$ cat src/design/xcr_pkg.sv
// Shared types and constants for the XMODEM checksum receiver.
// Holds protocol characters, reset values, the command record passed
// from the front end to the result sequencer, and register indexes.
`timescale 1ns / 1ps
`default_nettype none

package xcr_pkg;

  // Protocol characters
  localparam logic [7:0] CH_SOH    = 8'h01;
  localparam logic [7:0] CH_EOT    = 8'h04;
  localparam logic [7:0] CH_ACK    = 8'h06;
  localparam logic [7:0] CH_NAK    = 8'h15;
  localparam logic [7:0] CH_CAN    = 8'h18;
  localparam logic [7:0] CH_G_UP   = 8'h47;
  localparam logic [7:0] CH_G_LOW  = 8'h67;

  // Register reset values
  localparam logic [31:0] RESET_NAK_TIMEOUT = 32'd4000000;
  localparam logic [31:0] RESET_LOAD_BASE   = 32'h0000_8000;

  // Defaults for top-level parameters
  localparam int DEF_BLOCK_BYTES = 128;
  localparam int DEF_QUEUE_DEPTH = 4;

  // A failure sends this many CANs and then one NAK.
  localparam int FAIL_CAN_BEATS = 5;
  localparam int BEAT_W         = $clog2(FAIL_CAN_BEATS + 1);

  // Configuration register indexes
  localparam int CFG_IDX_W = 1;
  localparam logic [CFG_IDX_W-1:0] CFG_NAK_TIMEOUT = 1'b0;
  localparam logic [CFG_IDX_W-1:0] CFG_LOAD_BASE   = 1'b1;

  // Result beat packing: tx_valid, tx_byte, wr_valid, wr_addr, wr_data, go
  localparam int OUT_FIELDS_W = 51;
  localparam int OUT_TDATA_W  = 56;

  typedef enum logic [2:0] {
    OP_NAK,
    OP_ACK,
    OP_WR,
    OP_GO,
    OP_FAIL
  } op_t;

  typedef struct packed {
    op_t         op;
    logic [31:0] addr;
    logic [7:0]  data;
  } cmd_t;

endpackage

`default_nettype wire

$ cat src/design/xcr_front.sv
// Front end of the XMODEM checksum receiver: accepts bytes and ticks,
// runs the packet checker and issues one command per item with results.
// Depends on xcr_pkg.
`timescale 1ns / 1ps
`default_nettype none

module xcr_front #(
  parameter int BLOCK_BYTES = xcr_pkg::DEF_BLOCK_BYTES
) (
  input  wire logic                           clk,
  input  wire logic                           rst_n,
  input  wire logic                           item_valid,
  input  wire logic                           item_kind,
  input  wire logic [7:0]                     item_byte,
  input  wire logic                           cfg_we,
  input  wire logic [xcr_pkg::CFG_IDX_W-1:0]  cfg_index,
  input  wire logic [31:0]                    cfg_data,
  output logic                                cmd_push,
  output xcr_pkg::cmd_t                       cmd
);
  import xcr_pkg::*;

  localparam int IDX_W = $clog2(BLOCK_BYTES);

  typedef enum logic [2:0] {
    PH_WAIT,
    PH_HDR,
    PH_BLK,
    PH_INV,
    PH_DATA,
    PH_CSUM,
    PH_GO
  } phase_t;

  phase_t             phase_r, phase_nxt;
  logic [IDX_W-1:0]   idx_r, idx_nxt;
  logic [7:0]         blk_r, blk_nxt;
  logic [7:0]         sum_r, sum_nxt;
  logic [31:0]        wptr_r, wptr_nxt;
  logic [31:0]        tick_r, tick_nxt;
  logic [31:0]        timeout_r;
  logic [31:0]        base_r;
  logic [31:0]        tick_inc;

  assign tick_inc = (tick_r != '1) ? tick_r + 32'd1 : tick_r;

  always_comb begin
    phase_nxt = phase_r;
    idx_nxt   = idx_r;
    blk_nxt   = blk_r;
    sum_nxt   = sum_r;
    wptr_nxt  = wptr_r;
    tick_nxt  = tick_r;
    cmd_push  = 1'b0;
    cmd.op    = OP_NAK;
    cmd.addr  = '0;
    cmd.data  = '0;

    if (item_valid) begin
      if (item_kind) begin
        if (phase_r == PH_WAIT) begin
          tick_nxt = tick_inc;
          if (tick_inc >= timeout_r) begin
            cmd_push = 1'b1;
            cmd.op   = OP_NAK;
            tick_nxt = '0;
          end
        end
      end else begin
        case (phase_r)
          PH_WAIT, PH_HDR: begin
            if (item_byte == CH_SOH) begin
              sum_nxt   = item_byte;
              phase_nxt = PH_BLK;
            end else if (item_byte == CH_EOT) begin
              cmd_push  = 1'b1;
              cmd.op    = OP_ACK;
              phase_nxt = PH_GO;
            end else begin
              cmd_push = 1'b1;
              cmd.op   = OP_FAIL;
            end
          end
          PH_BLK: begin
            if (item_byte == blk_r) begin
              sum_nxt   = sum_r + item_byte;
              phase_nxt = PH_INV;
            end else begin
              cmd_push = 1'b1;
              cmd.op   = OP_FAIL;
            end
          end
          PH_INV: begin
            if (item_byte == ~blk_r) begin
              sum_nxt   = sum_r + item_byte;
              idx_nxt   = '0;
              phase_nxt = PH_DATA;
            end else begin
              cmd_push = 1'b1;
              cmd.op   = OP_FAIL;
            end
          end
          PH_DATA: begin
            sum_nxt  = sum_r + item_byte;
            cmd_push = 1'b1;
            cmd.op   = OP_WR;
            cmd.addr = wptr_r + 32'(idx_r);
            cmd.data = item_byte;
            if (idx_r == IDX_W'(BLOCK_BYTES - 1)) begin
              idx_nxt   = '0;
              phase_nxt = PH_CSUM;
            end else begin
              idx_nxt = idx_r + 1'b1;
            end
          end
          PH_CSUM: begin
            if (item_byte == sum_r) begin
              cmd_push  = 1'b1;
              cmd.op    = OP_ACK;
              blk_nxt   = blk_r + 8'd1;
              wptr_nxt  = wptr_r + 32'(BLOCK_BYTES);
              phase_nxt = PH_HDR;
            end else begin
              cmd_push = 1'b1;
              cmd.op   = OP_FAIL;
            end
          end
          PH_GO: begin
            if (item_byte == CH_G_LOW || item_byte == CH_G_UP) begin
              cmd_push  = 1'b1;
              cmd.op    = OP_GO;
              idx_nxt   = '0;
              blk_nxt   = 8'd1;
              sum_nxt   = '0;
              wptr_nxt  = base_r;
              tick_nxt  = timeout_r - 32'd1;
              phase_nxt = PH_WAIT;
            end
          end
          default: begin
            phase_nxt = PH_WAIT;
          end
        endcase

        // Any failure restarts the transfer at base with the timer cleared.
        if (cmd_push && cmd.op == OP_FAIL) begin
          idx_nxt   = '0;
          blk_nxt   = 8'd1;
          sum_nxt   = '0;
          wptr_nxt  = base_r;
          tick_nxt  = '0;
          phase_nxt = PH_WAIT;
        end
      end
    end
  end

  always_ff @(posedge clk) begin
    if (!rst_n) begin
      phase_r   <= PH_WAIT;
      idx_r     <= '0;
      blk_r     <= 8'd1;
      sum_r     <= '0;
      wptr_r    <= RESET_LOAD_BASE;
      tick_r    <= RESET_NAK_TIMEOUT - 32'd1;
      timeout_r <= RESET_NAK_TIMEOUT;
      base_r    <= RESET_LOAD_BASE;
    end else begin
      phase_r <= phase_nxt;
      idx_r   <= idx_nxt;
      blk_r   <= blk_nxt;
      sum_r   <= sum_nxt;
      wptr_r  <= wptr_nxt;
      tick_r  <= tick_nxt;
      if (cfg_we) begin
        case (cfg_index)
          CFG_NAK_TIMEOUT: timeout_r <= cfg_data;
          CFG_LOAD_BASE:   base_r    <= cfg_data;
          default:         timeout_r <= timeout_r;
        endcase
      end
    end
  end

endmodule

`default_nettype wire

$ cat src/design/xcr_fifo.sv
// Command queue between the front end and the result sequencer.
// Small register array with read and write pointers. Depends on xcr_pkg.
`timescale 1ns / 1ps
`default_nettype none

module xcr_fifo #(
  parameter int DEPTH = xcr_pkg::DEF_QUEUE_DEPTH
) (
  input  wire logic           clk,
  input  wire logic           rst_n,
  input  wire logic           push,
  input  wire xcr_pkg::cmd_t  push_cmd,
  input  wire logic           pop,
  output logic                full,
  output logic                empty,
  output xcr_pkg::cmd_t       head
);
  import xcr_pkg::*;

  localparam int PTR_W = (DEPTH > 1) ? $clog2(DEPTH) : 1;
  localparam int CNT_W = $clog2(DEPTH + 1);

  cmd_t             mem [DEPTH];
  logic [PTR_W-1:0] wr_ptr_r, rd_ptr_r;
  logic [CNT_W-1:0] count_r;
  logic             do_push, do_pop;

  assign full    = (count_r == CNT_W'(DEPTH));
  assign empty   = (count_r == '0);
  assign do_push = push && !full;
  assign do_pop  = pop && !empty;
  assign head    = mem[rd_ptr_r];

  always_ff @(posedge clk) begin
    if (do_push) begin
      mem[wr_ptr_r] <= push_cmd;
    end
  end

  always_ff @(posedge clk) begin
    if (!rst_n) begin
      wr_ptr_r <= '0;
      rd_ptr_r <= '0;
      count_r  <= '0;
    end else begin
      if (do_push) begin
        wr_ptr_r <= (wr_ptr_r == PTR_W'(DEPTH - 1)) ? '0 : wr_ptr_r + 1'b1;
      end
      if (do_pop) begin
        rd_ptr_r <= (rd_ptr_r == PTR_W'(DEPTH - 1)) ? '0 : rd_ptr_r + 1'b1;
      end
      case ({do_push, do_pop})
        2'b10:   count_r <= count_r + 1'b1;
        2'b01:   count_r <= count_r - 1'b1;
        default: count_r <= count_r;
      endcase
    end
  end

endmodule

`default_nettype wire

$ cat src/design/xcr_back.sv
// Result sequencer: expands queued commands into result beats and holds
// them in the output register. Depends on xcr_pkg.
`timescale 1ns / 1ps
`default_nettype none

module xcr_back (
  input  wire logic                            clk,
  input  wire logic                            rst_n,
  input  wire logic                            q_empty,
  input  wire xcr_pkg::cmd_t                   q_head,
  output logic                                 q_pop,
  output logic                                 out_tvalid,
  input  wire logic                            out_tready,
  output logic [xcr_pkg::OUT_TDATA_W-1:0]      out_tdata,
  output logic                                 out_tlast
);
  import xcr_pkg::*;

  logic [BEAT_W-1:0]       beat_r, beat_nxt;
  logic                    valid_r;
  logic [OUT_TDATA_W-1:0]  data_r;
  logic                    last_r;
  logic                    load;

  logic                    b_txv, b_wrv, b_go, b_last;
  logic [7:0]              b_txb, b_wrd;
  logic [31:0]             b_addr;

  assign load  = !q_empty && (!valid_r || out_tready);
  assign q_pop = load && b_last;

  always_comb begin
    b_txv  = 1'b0;
    b_txb  = '0;
    b_wrv  = 1'b0;
    b_addr = '0;
    b_wrd  = '0;
    b_go   = 1'b0;
    b_last = 1'b1;
    case (q_head.op)
      OP_NAK: begin
        b_txv = 1'b1;
        b_txb = CH_NAK;
      end
      OP_ACK: begin
        b_txv = 1'b1;
        b_txb = CH_ACK;
      end
      OP_WR: begin
        b_wrv  = 1'b1;
        b_addr = q_head.addr;
        b_wrd  = q_head.data;
      end
      OP_GO: begin
        b_go = 1'b1;
      end
      OP_FAIL: begin
        b_txv = 1'b1;
        if (beat_r == BEAT_W'(FAIL_CAN_BEATS)) begin
          b_txb = CH_NAK;
        end else begin
          b_txb  = CH_CAN;
          b_last = 1'b0;
        end
      end
      default: begin
        b_last = 1'b1;
      end
    endcase
  end

  always_comb begin
    beat_nxt = beat_r;
    if (load) begin
      beat_nxt = b_last ? '0 : beat_r + 1'b1;
    end
  end

  always_ff @(posedge clk) begin
    if (load) begin
      data_r <= {(OUT_TDATA_W - OUT_FIELDS_W)'(0), b_go, b_wrd, b_addr, b_wrv, b_txb, b_txv};
      last_r <= b_last;
    end
  end

  always_ff @(posedge clk) begin
    if (!rst_n) begin
      valid_r <= 1'b0;
      beat_r  <= '0;
    end else begin
      beat_r <= beat_nxt;
      if (load) begin
        valid_r <= 1'b1;
      end else if (out_tready) begin
        valid_r <= 1'b0;
      end
    end
  end

  assign out_tvalid = valid_r;
  assign out_tdata  = data_r;
  assign out_tlast  = last_r;

`ifndef ASSERT_OFF
  a_beat_range: assert property (@(posedge clk) disable iff (!rst_n)
    beat_r <= BEAT_W'(FAIL_CAN_BEATS))
    else $error("failure burst counter out of range");

  a_write_is_last: assert property (@(posedge clk) disable iff (!rst_n)
    out_tvalid && out_tdata[9] |-> out_tlast && !out_tdata[0])
    else $error("memory write beat must be a single, final beat");

  a_inner_beat_is_can: assert property (@(posedge clk) disable iff (!rst_n)
    out_tvalid && !out_tlast |-> out_tdata[0] && out_tdata[8:1] == CH_CAN)
    else $error("non-final beat must be a CAN");

  a_burst_continues: assert property (@(posedge clk) disable iff (!rst_n)
    beat_r != '0 |-> !q_empty && q_head.op == OP_FAIL)
    else $error("failure burst lost its command");
`endif

endmodule

`default_nettype wire

$ cat src/design/xmodem_checksum_receiver.sv
// The first result beat of an item is held in the command queue and then in the output register before it is valid.
// Throughput: one item per cycle while the command queue has room; the output register holds one result beat
// at a time, so a failure (five CANs and a NAK) holds the result side for six result beats while the command
// queue of QUEUE_DEPTH entries lets the input side keep running until the queue fills.
// Reset (rst_n, synchronous, active low) clears control state, restores the registers to their
// defaults and preloads the tick counter so that the first tick sends the opening NAK.
`timescale 1ns / 1ps
`default_nettype none

// Top level of the XMODEM checksum receiver: front end, command queue and
// result sequencer. Depends on xcr_pkg, xcr_front, xcr_fifo and xcr_back.
module xmodem_checksum_receiver #(
  parameter int BLOCK_BYTES = xcr_pkg::DEF_BLOCK_BYTES,
  parameter int QUEUE_DEPTH = xcr_pkg::DEF_QUEUE_DEPTH
) (
  input  wire logic                           clk,
  input  wire logic                           rst_n,
  // Input channel: one beat is a received byte or a timer tick.
  input  wire logic                           in_tvalid,
  output logic                                in_tready,
  input  wire logic [7:0]                     in_tdata,   // [7:0] rx_byte
  input  wire logic [0:0]                     in_tuser,   // [0] kind (1 = tick)
  // Result channel: each beat is one result; tlast marks the final result of an item.
  output logic                                out_tvalid,
  input  wire logic                           out_tready,
  // [0] tx_valid, [8:1] tx_byte, [9] wr_valid, [41:10] wr_addr,
  // [49:42] wr_data, [50] go, [55:51] zero
  output logic [xcr_pkg::OUT_TDATA_W-1:0]     out_tdata,
  output logic                                out_tlast,
  // Configuration: index 0 is the NAK timeout in ticks, index 1 the load base address.
  input  wire logic                           cfg_we,
  input  wire logic [xcr_pkg::CFG_IDX_W-1:0]  cfg_index,
  input  wire logic [31:0]                    cfg_data
);
  import xcr_pkg::*;

  logic  accept;
  logic  cmd_push;
  cmd_t  cmd;
  logic  q_full, q_empty, q_pop;
  cmd_t  q_head;

  // Every item is taken while the queue has room; items that cause no result
  // simply push nothing.
  assign in_tready = !q_full;
  assign accept    = in_tvalid && in_tready;

  // Front end: packet checker, tick timer and configuration registers.
  xcr_front #(
    .BLOCK_BYTES (BLOCK_BYTES)
  ) u_front (
    .clk        (clk),
    .rst_n      (rst_n),
    .item_valid (accept),
    .item_kind  (in_tuser[0]),
    .item_byte  (in_tdata),
    .cfg_we     (cfg_we),
    .cfg_index  (cfg_index),
    .cfg_data   (cfg_data),
    .cmd_push   (cmd_push),
    .cmd        (cmd)
  );

  // Queue of pending commands so either side can stall on its own.
  xcr_fifo #(
    .DEPTH (QUEUE_DEPTH)
  ) u_fifo (
    .clk      (clk),
    .rst_n    (rst_n),
    .push     (cmd_push),
    .push_cmd (cmd),
    .pop      (q_pop),
    .full     (q_full),
    .empty    (q_empty),
    .head     (q_head)
  );

  // Back end: turns each command into one or more result beats.
  xcr_back u_back (
    .clk        (clk),
    .rst_n      (rst_n),
    .q_empty    (q_empty),
    .q_head     (q_head),
    .q_pop      (q_pop),
    .out_tvalid (out_tvalid),
    .out_tready (out_tready),
    .out_tdata  (out_tdata),
    .out_tlast  (out_tlast)
  );

endmodule

`default_nettype wire

$ cat config.mk
export PLATFORM = sky130hd
export DESIGN_NAME = xmodem_checksum_receiver
export DESIGN_NICKNAME = d
export VERILOG_FILES = /design/src/design/xcr_pkg.sv /design/src/design/xcr_front.sv /design/src/design/xcr_fifo.sv /design/src/design/xcr_back.sv /design/src/design/xmodem_checksum_receiver.sv
export SDC_FILE = /design/constraint.sdc
export NUM_CORES = 1
export LEC_CHECK = 0
export ABC_AREA = 1
export BUFFER_PORTS_ARGS = -buffer_cell sky130_fd_sc_hd__buf_2
export CAP_MARGIN = 40
export CORE_UTILIZATION = 25
export CTS_BUF_LIST = sky130_fd_sc_hd__clkbuf_4
export DETAILED_ROUTE_END_ITERATION = 7
export PLACE_DENSITY_LB_ADDON = 0.1
export SYNTH_ARGS = -nofsm -noshare
export SYNTH_HDL_FRONTEND = slang
export SYNTH_SLANG_ARGS = --single-unit
$ cat constraint.sdc
create_clock -name clk -period 6.45 [get_ports clk]
set_input_delay 0.3225 -clock clk [delete_from_list [all_inputs] [get_ports clk]]
set_output_delay 0.3225 -clock clk [all_outputs]
set_load 0.02 [all_outputs]
## Word-level counts from Yosys, hierarchy flattened

Memories as Yosys holds them, arrays and structs flattened. A register that Yosys moved wholly into a read port is not among the register bits.
Cells that the tools add are included.
W data, S select, Z words.

| storage, ports and cells | value |
|---|---|
| word-level logic and storage cells | 174 |
| input port bits | 47 |
| output and inout port bits | 59 |
| bits in registers | 217 |
| memory bits (writable) | 172 |
| memories | 1 |

Memory list:

| name | words | width | read ports | clocked after memory_dff | wr ports | line | RTL |
|---|---|---|---|---|---|---|---|
| u_fifo.mem | 4 | 43 | 1 | 1 | 1 | xcr_fifo.sv:23 | `cmd_t mem [DEPTH];` |

| cells by class | value |
|---|---|
| equal/unequal tests | 34 |
| multiplexer cells | 76 |
| bitwise gates (word level) | 3 |
| reduce and logical (&&, ||, !) cells | 31 |
| $lt $le $gt $ge | 1 |
| add/subtract/negate cells | 12 |

Operators with widths:

| cell | number |
|---|---|
| $mux W32 | 10 |
| $mux W40 | 2 |
| $mux W8 | 8 |
| $pmux W32 S2 | 1 |
| $mux W3 | 17 |
| $mux W43 | 1 |
| $pmux W8 S5 | 1 |
| $pmux W3 S6 | 2 |
| $add A32 B1 Y32 const B | 1 |
| $add A32 B7 Y32 | 1 |
| $add A32 B8 Y32 const B | 1 |
| $ge A32 B32 Y1 | 1 |
| $ne A32 B32 Y1 const B | 1 |
| $sub A32 B1 Y32 const B | 1 |
| $mux W7 | 4 |
| $eq A8 B8 Y1 | 3 |
| $pmux W8 S3 | 1 |
| $eq A3 B3 Y1 const B | 7 |
| $pmux W7 S3 | 1 |
| $mux W1 | 19 |
| $ne A3 B1 Y1 const B | 6 |
| $eq A8 B7 Y1 const B | 2 |
| $pmux W8 S2 | 1 |
| $eq A3 B2 Y1 const B | 4 |
| 35 further kinds | 61 |

## Longest topological paths before layout

Gate-level depths: netlist (run 1).

| logic depth | value |
|---|---|
| depth in word-level cells | 11 |
| depth in mapped cells | 30 |
| mapped depth without buffers | 29 |

## Hierarchy

A second synthesis (run 1) with hierarchy kept.

| unflattened totals | value |
|---|---|
| cells, all modules | 2,691 |
| area total of the unflattened synthesis | 21,150.3 um^2 |

By module, submodules not included:

| module | cells each | instances | seq. area each (um^2) | area an instance (um^2) |
|---|---|---|---|---|
| xcr_front | 2,012 | 1 | 3,083.0 | 11,760.0 |
| xcr_fifo | 485 | 1 | 5,345.1 | 6,859.1 |
| xcr_back | 191 | 1 | 1,551.5 | 2,517.4 |
| xmodem_checksum_receiver | 3 | 1 | 0.0 | 13.8 |

## Worst setup path before layout (run 1)

OpenSTA, ideal clock, no wires.

| timing path | value |
|---|---|
| kind | reg-to-reg |
| from | reg u_front.tick_r[0] |
| to | mem u_fifo.mem[0][0] (netlist bit), enable pin |
| setup time | 444 ps |
| required time | 6,006 ps |
| cell stages (with the launch flop) | 22 |
| period minus slack after synthesis | 5,158 ps |
| data arrival time | 4,714 ps |
| path slack | 1,292 ps |
| path buffers | 2 |
| path through | dfxtp_1 > ha_1 > inv_1 > nor3_4 > nand2_2 > nor2_1 > nand2_1 > inv_2 > buf_6 > a21oi_1 > inv_1 > ha_1 > nand2_1 > inv_1 > nand3_1 > nor3_1 > nor2b_1 > nand2_1 > nand4_1 > buf_2 > nand2_1 > nor2_1 |

| between the ends | value |
|---|---|
| word-level cells in the longest chain between the ends | 10 |
| elaborated cells on any way between the ends | 11 |
| those cells by class | 1 x add/sub; 1 x order compare; 1 x eq/ne; 7 x mux; 1 x reduce/logical |

RTL lines:

| what | line | RTL |
|---|---|---|
| start: declaration | xcr_front.sv:40 | `logic [31:0] tick_r, tick_nxt;` |
| start signal: assignment | xcr_front.sv:165 | `tick_r <= RESET_NAK_TIMEOUT - 32'd1;` |
| start signal: assignment | xcr_front.sv:174 | `tick_r <= tick_nxt;` |
| $add A32 B1 Y32 / $ne A32 B32 Y1 (equally long branches) | xcr_front.sv:45 | `assign tick_inc = (tick_r != '1) ? tick_r + 32'd1 : tick_r;` |
| $mux W32 * | xcr_front.sv:45 |  |
| $ge A32 B32 Y1 * | xcr_front.sv:63 | `if (tick_inc >= timeout_r) begin` |
| $mux W1 * | xcr_front.sv:63 |  |
| $mux W1 * | xcr_front.sv:61 | `if (phase_r == PH_WAIT) begin` |
| $mux W1 * | xcr_front.sv:60 | `if (item_kind) begin` |
| $mux W1 * | xcr_front.sv:59 | `if (item_valid) begin` |
| $logic_and A1 B1 Y1 * | xcr_fifo.sv:30 | `assign do_push = push && !full;` |
| $mux W1 * | xcr_fifo.sv:35 | `if (do_push) begin` |
| $mux W1 (not written as such) * | xcr_fifo.sv:36 | `mem[wr_ptr_r] <= push_cmd;` |
| end: declaration | xcr_fifo.sv:23 |  |

Every way passes the cells marked *; elsewhere a longest branch is shown, timed or not.

## Worst setup path after layout (run 1)

| timing path | value |
|---|---|
| from | reg u_front.tick_r[0] |
| to | reg u_fifo.count_r[2] |

| between the ends | value |
|---|---|
| word-level cells in the longest chain between the ends | 10 |
| elaborated cells on any way between the ends | 13 |
| those cells by class | 1 x add/sub; 1 x order compare; 3 x eq/ne; 6 x mux; 2 x reduce/logical |

RTL lines:

| what | line | RTL |
|---|---|---|
| $add A32 B1 Y32 / $ne A32 B32 Y1 (equally long branches) | xcr_front.sv:45 |  |
| $mux W32 * | xcr_front.sv:45 |  |
| $ge A32 B32 Y1 * | xcr_front.sv:63 |  |
| $mux W1 * | xcr_front.sv:63 |  |
| $mux W1 * | xcr_front.sv:61 |  |
| $mux W1 * | xcr_front.sv:60 |  |
| $mux W1 * | xcr_front.sv:59 |  |
| $logic_and A1 B1 Y1 * | xcr_fifo.sv:30 |  |
| $eq A2 B1 Y1 / $eq A2 B2 Y1 (equally long branches) | xcr_fifo.sv:52 | `case ({do_push, do_pop})` |
| $pmux W3 S2 / $reduce_bool A2 Y1 (equally long branches) | n/a |  |
| end signal: assignment | xcr_fifo.sv:53 | `2'b10: count_r <= count_r + 1'b1;` |
| end signal: assignment | xcr_fifo.sv:54 | `2'b01: count_r <= count_r - 1'b1;` |
| end signal: assignment | xcr_fifo.sv:55 | `default: count_r <= count_r;` |
| end: declaration | xcr_fifo.sv:25 | `logic [CNT_W-1:0] count_r;` |

Marked as above.
A chain may end at the register's enable or synchronous reset.

==> out/qor.yml, run 1 <==
synth_area_leaders: "edfxtp_1 32%, dfxtp_1 16%, nand2_1 9.9%"
io_buffers: 97
final_nets: 2943
vdd_drop_max_uv: 145.4
synth.avg_cell_area_sq_um: 7.783
die_h_um: 288.2
r2r-start: "u_front.tick_r[0]"
synthArstFlopShare_pct: 0
critPathMaxFanout: 19
tightest_slew_ns: 0.8706
drive_above_1_share_pct: 12.01
root_buffer: "clkbuf_4"
die_w_um: 288.2
crit_start: "u_front.tick_r[0]"
htreeDepth: 3
ys_seq_area_share_pct: 48.74
worstRegToRegCells: 24
hold_slack_ns: 0.1324
ys_types: 47
routed_wl_um: 69350
syn_inst: 2631
hold_depth: 4
grt_pass1_vias: 18150
start_kind: "flip-flop"
area_growth_syn_to_layout_pct: 18.13
maxCapViolCount: 0
fmax_mhz: 182.2
postRouteAntennaNets: 0
yosys_warnings: 0
cts_tree: "yes"
rsz0062_at_grt: "no"
grt_use_total_pct: 16.74
floorplan.initialDensity_pct: 25.34
fp-row-count: 104
ff2ff_setup_slack_ns: 0.96
finalPower_w: 0.007964
routedWlPerCell_um: 17.41
drc: 10
dr.pass1.iters: 8
synth.largest_area_cell: "edfxtp_1"
slew_headroom_pct: 41.22
clk_path_buf_depth: 3
viasPerCell: 4.519
dpl.hpwl_um: 48870
reg2reg_to: "u_fifo.count_r[2]"
min_from: "cfg_index"
cts_setup_buffers: 0
critPathRequiredTime_ns: 7.18
failed_checks: "DRC"
slew_viol_final: 0
setup_viol: 0
finalSetupTns_ns: 0
ys.flop_type: "edfxtp_1"
finalCritPeriodShare_pct: 85.10
critPathKind: "flip-flop to flip-flop"
dr_total_vias: 18000
hold_viol_final: 0
ys_ff_latch: 388
antenna_found_initial: 1
arrival_ns: 6.22
numCtsBuffers: 115
critPathCaptureType: "flip-flop"
grt_start_max_net_pins: 74
dieArea_sq_um: 83050
syn_area_sq_um: 20480
grt_pass1_wl_um: 106300
clk_pin_slew_ns: 0.07
core-area_sq_um: 80810
cts_sinks: 388
ios: 106
gp_congestion: 0.9142
first_iter_violations: 977
grt_overflow: 0
leakage_nw: 9.941
synth_commonest_cells: "538 x nand2_1, 512 x nor2_1, 261 x inv_1, 221 x edfxtp_1, 197 x a21oi_1"
power_density_nw_per_um2: 329.3
status: "finished, violations left"
synth_edf_count: 221
netlist.area_leader.share_pct: 32.41
clock_skew_ns: 0.07921
synth_most_common_cell: "nand2_1"
period_minus_slack_ns: 5.489
holdPathEnd: "u_front.base_r[11]"
min_path_type: "primary input to flip-flop"
clock_latency_ns: 0.91
-- where the power goes --
| part | total (W) | switching [W] | internal (W) |
|---|---|---|---|
| Combinational | 0.00234 | 0.00165 | 0.000687 |
| Sequential | 0.00328 | 0.000203 | 0.00307 |
| Clock | 0.00235 | 0.00112 | 0.00123 |
| Total | 0.00796 | 0.00297 | 0.00499 |
-- layout make-up --
class / instances / area (sq um)
Sequential cell: 388 / 9981
Tap cell: 1060 / 1326
Fill cell: 8765 / 56620
Multi-Input combinational cell: 1868 / 9032
Timing Repair Buffer: 186 / 1348
Clock buffer: 174 / 1306
Inverter: 275 / 1032
Clock inverter: 31 / 157.7
Antenna cell: 2 / 5.005
-- stage by stage --
step | cells | util, % | worst slack, ns | cell area, sq um
floorplan | 2638 | - | 1.292 | 20500
global placement | 3712 | 27.29 | 0.6237 | 22050
detailed placement | 3715 | 27.35 | 0.8847 | 22100
CTS | 3982 | 29.93 | 0.8960 | 24180
global route | 3983 | 29.93 | 0.3092 | 24190
finish | 3984 | 29.93 | 0.9608 | 24190
-- cell families after synthesis --
family | Yosys count | share of synthesized area [%]
and+or+nand+nor | 1300 | 26.03
other | 1 | 0.01831
buffers and inverters | 382 | 7.498
AOI/OAI and AO/OA | 429 | 10.87
xor gates and xnor gates | 69 | 2.951
adders and majority gates | 62 | 3.899
DFF | 388 | 48.74
-- metal layers --
layer | GRT usage [%] | vias to the layer above | part of all wire (%)
met5 | 0 | - | 0
met4 | 6.799 | 0 | 3.2
met3 | 2.796 | 133 | 4.3
met2 | 27.56 | 396 | 46
met1 | 21.73 | 8395 | 47
li1 | - | 9080 | -
-- sequential cells by signal, summed over array words and instances, names as in the netlist, 2 cells and up, named ones only --
signal and count:
u_fifo.mem 172, u_back.out_tdata 48, u_front.base_r 32, u_front.tick_r 32, u_front.timeout_r 32, u_front.wptr_r 32, u_front.blk_r 8, u_front.sum_r 8
u_front.idx_r 7, u_back.beat_r 3, u_fifo.count_r 3, u_front.phase_r 3, u_fifo.rd_ptr_r 2, u_fifo.wr_ptr_r 2
-- cells in the final DEF, fill, tap and decap left out, types with 4 or more instances in the layout --
cell / n
a21oi_1: 197
nor3_1: 49
a21o_1: 4
nand4_1: 31
or2_2: 5
xnor2_1: 6
nor2_4: 4
nor2_1: 508
o21ai_1: 6
clkinv_1: 25
dfxtp_1: 166
o21ai_0: 196
nand3_1: 133
dlygate4sd3_1: 62
conb_1: 8
o21a_1: 4
xor2_1: 63
clkbuf_4: 174
inv_1: 260
buf_4: 24
nor2_2: 5
inv_2: 12
nand2_1: 538
buf_2: 96
nand2_2: 9
o211ai_1: 9
ha_1: 59
edfxtp_1: 221
-- worst max-delay path: stages (launching register included) --
cell	delay (ns)
dfxtp_1	0.40
ha_1	0.27
inv_1	0.12
nor3_4	0.25
nand2_2	0.14
nor2_1	0.19
nand2_1	0.38
inv_2	0.46
nor2_1	0.14
inv_1	0.08
ha_1	0.23
a21o_1	0.18
nor2_1	0.11
nand2_1	0.06
a21oi_1	0.15
nand4_1	0.41
buf_6	0.31
nand2_1	0.32
ha_1	0.22
inv_1	0.07
fa_1	0.38
a21oi_1	0.15
o21ai_0	0.13
o21ai_0	0.16
a21oi_1	0.05
-- worst max-delay path by stage --
stage / endpoint
after floorplan: u_fifo.mem[0][0]
after global placement: u_fifo.count_r[2]
after detailed placement: u_fifo.count_r[2]
after CTS: u_fifo.count_r[2]
after global routing: u_fifo.count_r[2]
final: u_fifo.count_r[2]
-- timing repair --
action,4_1_cts,5_1_grt
gates resized for setup,0,0
endpoints found under the hold margin,118,0
hold buffers,62,0
No activity file was read; power rests on OpenSTA's default activity.
==> inputs of run 2 (changes only) <==
--- a/config.mk
+++ b/config.mk
@@ -8,7 +8,7 @@
 export ABC_AREA = 1
 export BUFFER_PORTS_ARGS = -buffer_cell sky130_fd_sc_hd__buf_2
 export CAP_MARGIN = 40
-export CORE_UTILIZATION = 25
+export CORE_UTILIZATION = 55
 export CTS_BUF_LIST = sky130_fd_sc_hd__clkbuf_4
 export DETAILED_ROUTE_END_ITERATION = 7
 export PLACE_DENSITY_LB_ADDON = 0.1
==> run 2 against run 1 <==
The flow now finishes without violations; non-clock buffer count down 22; final cell count down 16%; global-route usage is 13 points higher; utilization increased by 33 points; sequential power hardly changed; sequential cell count is the same; sequential share of layout area grew 1.9 points; first-iteration DRC count grew 44%; critical path depth stayed put; worst setup slack better by 0.23 ns.
==> out/qor.yml, run 2 (synthesized netlist as in run 1, its figures left out) <==
critPathMaxFanout: 19
largest_reg_flops: 172
finalSetupTns_ns: 0
power_density_nw_per_um2: 334.0
die_w_um: 194.9
dieArea_sq_um: 38000
period_minus_slack_ns: 5.257
start_kind: "flip-flop"
status: "completed"
pre_cts_ws_ns: 1.205
clock_latency_ns: 0.79
routedWlPerCell_um: 17.03
leakage_nw: 9.832
cts_sinks: 388
setup_ws_ns: 1.193
maxCapViolCount: 0
finalCritPeriodShare_pct: 81.50
postRouteAntennaNets: 0
largest-register: "u_fifo.mem"
endpoint: "u_fifo.count_r[2]"
layout_common_cells: "538 x nand2_1, 508 x nor2_1, 260 x inv_1"
worstRegToRegCells: 24
finalPower_w: 0.007733
clock_skew_ns: 0.03642
io_buffers: 97
min_path_type: "primary input to flip-flop"
dr.pass1.iters: 6
critPathCaptureType: "flip-flop"
setup_viol: 0
grt_use_total_pct: 30.20
ff2ff_setup_slack_ns: 1.19
gp_congestion: 0.9757
vdd_drop_max_uv: 185.2
drc: 0
first_iter_violations: 1411
fin_util_pct: 63.23
hold_viol_final: 0
cts_tree: "yes"
reg2reg_to: "u_fifo.count_r[2]"
drive_above_1_share_pct: 11.59
fp-row-count: 70
grt_pass1_wl_um: 90260
dr_total_vias: 18030
clk_path_buf_depth: 3
fmax_mhz: 190.2
viasPerCell: 5.396
slew_headroom_pct: 40.23
root_buffer: "clkbuf_4"
critPathKind: "flip-flop to flip-flop"
dpl.hpwl_um: 40210
area_growth_syn_to_layout_pct: 13.06
final_nets: 2907
core-area_sq_um: 36610
grt_overflow: 0
die_h_um: 194.9
tightest_slew_ns: 0.8959
htreeDepth: 3
mostFrequentLayoutCell: "nand2_1"
rsz0062_at_grt: "no"
ios: 106
r2r-start: "u_front.tick_r[0]"
slew_viol_final: 0
numCtsBuffers: 101
antenna_found_initial: 1
clk_pin_slew_ns: 0.06
routed_wl_um: 56930
grt_start_max_net_pins: 86
arrival_ns: 5.93
floorplan.initialDensity_pct: 55.93
grt_pass1_vias: 17310
critPathRequiredTime_ns: 7.13
crit_start: "u_front.tick_r[0]"
## run 2: cell types whose count changed in the layout (fill, tap and decap cells not counted)
cell and change:
dlygate4sd3_1 -21, buf_4 -2, clkinv_2 -1, buf_8 -1
bufinv_16 +2, buf_6 -1, diode_2 -1, buf_16 +3
clkinvlp_4 -2, clkbuf_4 -15, clkinv_1 -10, clkinv_8 -1
## run 2: layout make-up
class,count,area [sq um]
Fill cell,3345,13460
Sequential cell,388,9981
Multi-Input combinational cell,1868,9032
Clock buffer,159,1194
Timing Repair Buffer,164,1179
Inverter,275,1032
Tap cell,468,585.6
Clock inverter,19,143.9
Antenna cell,1,2.502
## run 2: metrics by stage
stage                     hold WS, ns  instance area, sq um  std cells
after global placement         0.4427                 21280       3117
after detailed placement       0.4484                 21400       3122
after floorplan                0.4297                 20500       2638
after global routing          0.08301                 23150       3342
final                          0.1374                 23150       3342
after CTS                     0.01591                 23150       3341
## run 2: layer usage
layer / vias up / track usage, % / routed length [um]
met2: 670 / 48.64 / 26150
met1: 8261 / 39.87 / 25020
met4: 0 / 14.61 / 2246
met5: - / 0 / 0
li1: 8977 / - / -
met3: 125 / 4.633 / 3507
## run 2: worst min path at each step
stage / slack [ns] / cells past startpoint / to / startpoint
5_1_grt: 0.08 / 3 / u_fifo.mem[1][0] / in_tdata[0]
3_3_place_gp: 0.44 / 2 / u_front.base_r[25] / u_front.base_r[25]
2_1_floorplan: 0.43 / 2 / u_front.base_r[20] / u_front.base_r[20]
4_1_cts: 0.02 / 3 / u_fifo.mem[1][0] / in_tdata[0]
6_report: 0.14 / 3 / u_fifo.mem[3][0] / in_tdata[0]
3_5_place_dp: 0.45 / 2 / u_front.base_r[31] / u_front.base_r[31]
## run 2: where the power goes
group	switching, W	internal (W)
logic	0.00159	0.000695
clock network	0.000998	0.00119
registers	0.000186	0.00307
## run 2: what timing repair did
action	4_1_cts	5_1_grt
hold buffers	41	0
resized for setup	0	0
hold endpoints to repair	99	0
buffers inserted	0	0
## run 2: worst max-delay path, cell delays in order (launching register included)
cell	delay (ns)
dfxtp_1	0.43
ha_1	0.27
inv_1	0.12
nor3_4	0.27
nand2_2	0.14
nor2_1	0.18
nand2_1	0.39
inv_2	0.47
a21oi_1	0.10
inv_1	0.08
ha_1	0.23
a21oi_1	0.17
nand2_1	0.08
nand2_1	0.06
nand2_1	0.06
a21oi_1	0.21
nand4_1	0.25
nand2_1	0.48
ha_1	0.25
inv_1	0.07
fa_1	0.38
a21oi_1	0.14
o21ai_0	0.11
o21ai_0	0.15
a21oi_1	0.05
==> inputs of run 3 (changes only) <==
--- a/config.mk
+++ b/config.mk
@@ -5,7 +5,7 @@
 export SDC_FILE = /design/constraint.sdc
 export NUM_CORES = 1
 export LEC_CHECK = 0
-export ABC_AREA = 1
+export ABC_AREA = 0
 export BUFFER_PORTS_ARGS = -buffer_cell sky130_fd_sc_hd__buf_2
 export CAP_MARGIN = 40
 export CORE_UTILIZATION = 55
==> constraint.sdc (replaced) <==
create_clock -name clk -period 4.4 [get_ports clk]
set_input_delay 0.22 -clock clk [delete_from_list [all_inputs] [get_ports clk]]
set_output_delay 0.22 -clock clk [all_outputs]
set_load 0.02 [all_outputs]
==> run 3 against run 2 <==
First-iteration DRC count is 15% lower; final area is 2.8% lower; final cell count shrank 23%.
==> out/qor.yml, run 3 <==
slowest_stage: "a311o_2"
final_nets: 2153
clk_path_buf_depth: 3
numCtsBuffers: 98
area_growth_syn_to_layout_pct: 17.07
viasPerCell: 5.918
die_w_um: 189.0
postRouteAntennaNets: 0
fp-row-count: 68
syn_inst: 1804
synth.largest_area_cell: "edfxtp_1"
dieArea_sq_um: 35720
path_common_cell: "inv_1"
die_h_um: 189.0
critical_path.max_stage_delay_ns: 0.46
antenna_found_initial: 2
fin_util_pct: 65.33
critPathKind: "flip-flop to flip-flop"
drive_above_1_share_pct: 22.70
layout_common_cells: "221 x edfxtp_1, 214 x nand2_1, 162 x a21oi_1"
cts_tree: "yes"
largest_reg_flops: 172
hold_viol_final: 0
maxCapViolCount: 0
synth_commonest_cells: "221 x edfxtp_1, 215 x nand2_1, 167 x dfxtp_1, 163 x a21oi_1, 102 x nor2_1"
slew_headroom_pct: 37.72
rsz0062_at_grt: "yes"
synth.avg_cell_area_sq_um: 10.66
drc: 0
gp_congestion: 0.9642
period_minus_slack_ns: 4.296
ios: 106
syn_area_sq_um: 19230
ys_ff_latch: 388
critPathRequiredTime_ns: 5.09
io_buffers: 97
setup_ws_ns: 0.1037
start_kind: "flip-flop"
placed_cells: 2354
fill_cells: 2789
mostFrequentLayoutCell: "edfxtp_1"
power_density_nw_per_um2: 471.6
status: "completed"
multi_input_area_sq_um: 8672
clock_skew_ns: 0.03987
synth_edf_count: 221
grt_pass1_wl_um: 79300
dpl.hpwl_um: 34040
first_iter_violations: 1198
grt_pass1_vias: 14950
netlist.area_leader.share_pct: 34.51
tightest_slew_ns: 0.9342
clock_latency_ns: 0.77
dr.pass1.iters: 6
min_path_type: "primary input to flip-flop"
core-area_sq_um: 34460
finalPower_w: 0.01062
synth_area_leaders: "edfxtp_1 35%, dfxtp_1 17%, mux4_2 5.0%"
grt_start_max_net_pins: 55
finalSetupTns_ns: 0
dr_total_vias: 15260
arrival_ns: 4.98
synthArstFlopShare_pct: 0
cp.buffers_inverters: 4
ys_seq_area_share_pct: 51.90
routedWlPerCell_um: 19.36
seq_area_sq_um: 9987
largest-register: "u_fifo.mem"
yosys_warnings: 0
leakage_nw: 8.250
vdd_drop_max_uv: 568.0
grt_overflow: 0
ys.flop_type: "edfxtp_1"
routed_wl_um: 49940
fmax_mhz: 232.8
clk_pin_slew_ns: 0.07
htreeDepth: 3
crit_chain: "and3_4 -> nand4_1 -> a311o_2 -> buf_12 -> nor2_4 -> nand3_2 -> xnor2_1 -> ha_1 -> and4_4 -> a221oi_2 -> buf_4 -> nand2_4 -> o21ai_4 -> a311oi_2 -> inv_1 -> ha_2 -> inv_1 -> fa_2 -> xor2_1 -> or3_1 -> a21oi_1"
cts_sinks: 388
root_buffer: "clkbuf_4"
setup_viol: 0
finalCritPeriodShare_pct: 97.64
pre_cts_ws_ns: -0.2117
critPathMaxFanout: 5
ys_types: 92
synth_most_common_cell: "edfxtp_1"
critPathCaptureType: "flip-flop"
critPathTopFamily: "simple AND/OR/NAND/NOR gates"
grt_use_total_pct: 28.35
fin_cells: 2579
slew_viol_final: 0
floorplan.initialDensity_pct: 55.81
run 3: layer usage:
metal / track usage [%] / wire length [um] / vias up
met5: 0 / 13 / -
li1: - / - / 7262
met2: 46.44 / 24030 / 534
met3: 4.578 / 2817 / 134
met4: 14.30 / 1875 / 2
met1: 36.54 / 21200 / 7330
run 3: area by class of cell:
type                       count  share of cell area (%)
inverter                      61                   1.023
clock inverter                39                  0.7281
antenna                        1                 0.01112
timing repair buffer         252                   8.159
tap                          455                   2.529
multi-input combinational   1243                   38.52
sequential                   388                   44.36
clock buffer                 140                   4.668
run 3: report_power, final:
| part | internal [W] | total, W | switching (W) |
|---|---|---|---|
| Combinational | 0.00120 | 0.00302 | 0.00182 |
| Sequential | 0.00448 | 0.00469 | 0.000207 |
| Clock | 0.00147 | 0.00291 | 0.00144 |
run 3: logic make-up after synthesis:
kind of cell,Yosys count,synth area share (%)
adders and majority gates,62,4.151
xor gates and xnor gates,91,4.145
DFF,388,51.90
and+or+nand+nor,626,16.59
muxes,61,6.012
buffers and inverters,180,4.054
other,1,0.01950
AOI/OAI and AO/OA,395,13.13
run 3: repair_timing:
item                                    in CTS  in global routing
pin swaps                                    8                 14
hold buffers                                39                  0
resized for setup                           17                 20
hold endpoints to repair                   109                  0
buffers inserted                             4                  2
endpoints found under the setup margin     114                  5
run 3: path summary, 6_finish.rpt:
kind                     start            endpoint  slack (ns)  depth (start not counted)
min                  in_tvalid  u_fifo.wr_ptr_r[1]        0.07                          5
max          u_front.tick_r[0]   u_fifo.count_r[2]        0.10                         21
max reg2reg  u_front.tick_r[0]   u_fifo.count_r[2]        0.10                         21
min reg2reg  u_front.base_r[8]   u_front.base_r[8]        0.46                          2
run 3: worst min-delay path, delay by kind of cell:
family,cells,cell delay [ns]
simple gates,1,0.11
mux,1,0.11
buf+inv,2,0.27
compound gates,1,0.07
run 3: stage by stage:
stage,area (sq um),hold slack [ns]
final,22510,0.07295
after global routing,22510,0.02562
after CTS,22420,0.002961
after detailed placement,20700,0.4464
after global placement,20650,0.4444
after floorplan,19260,0.3442
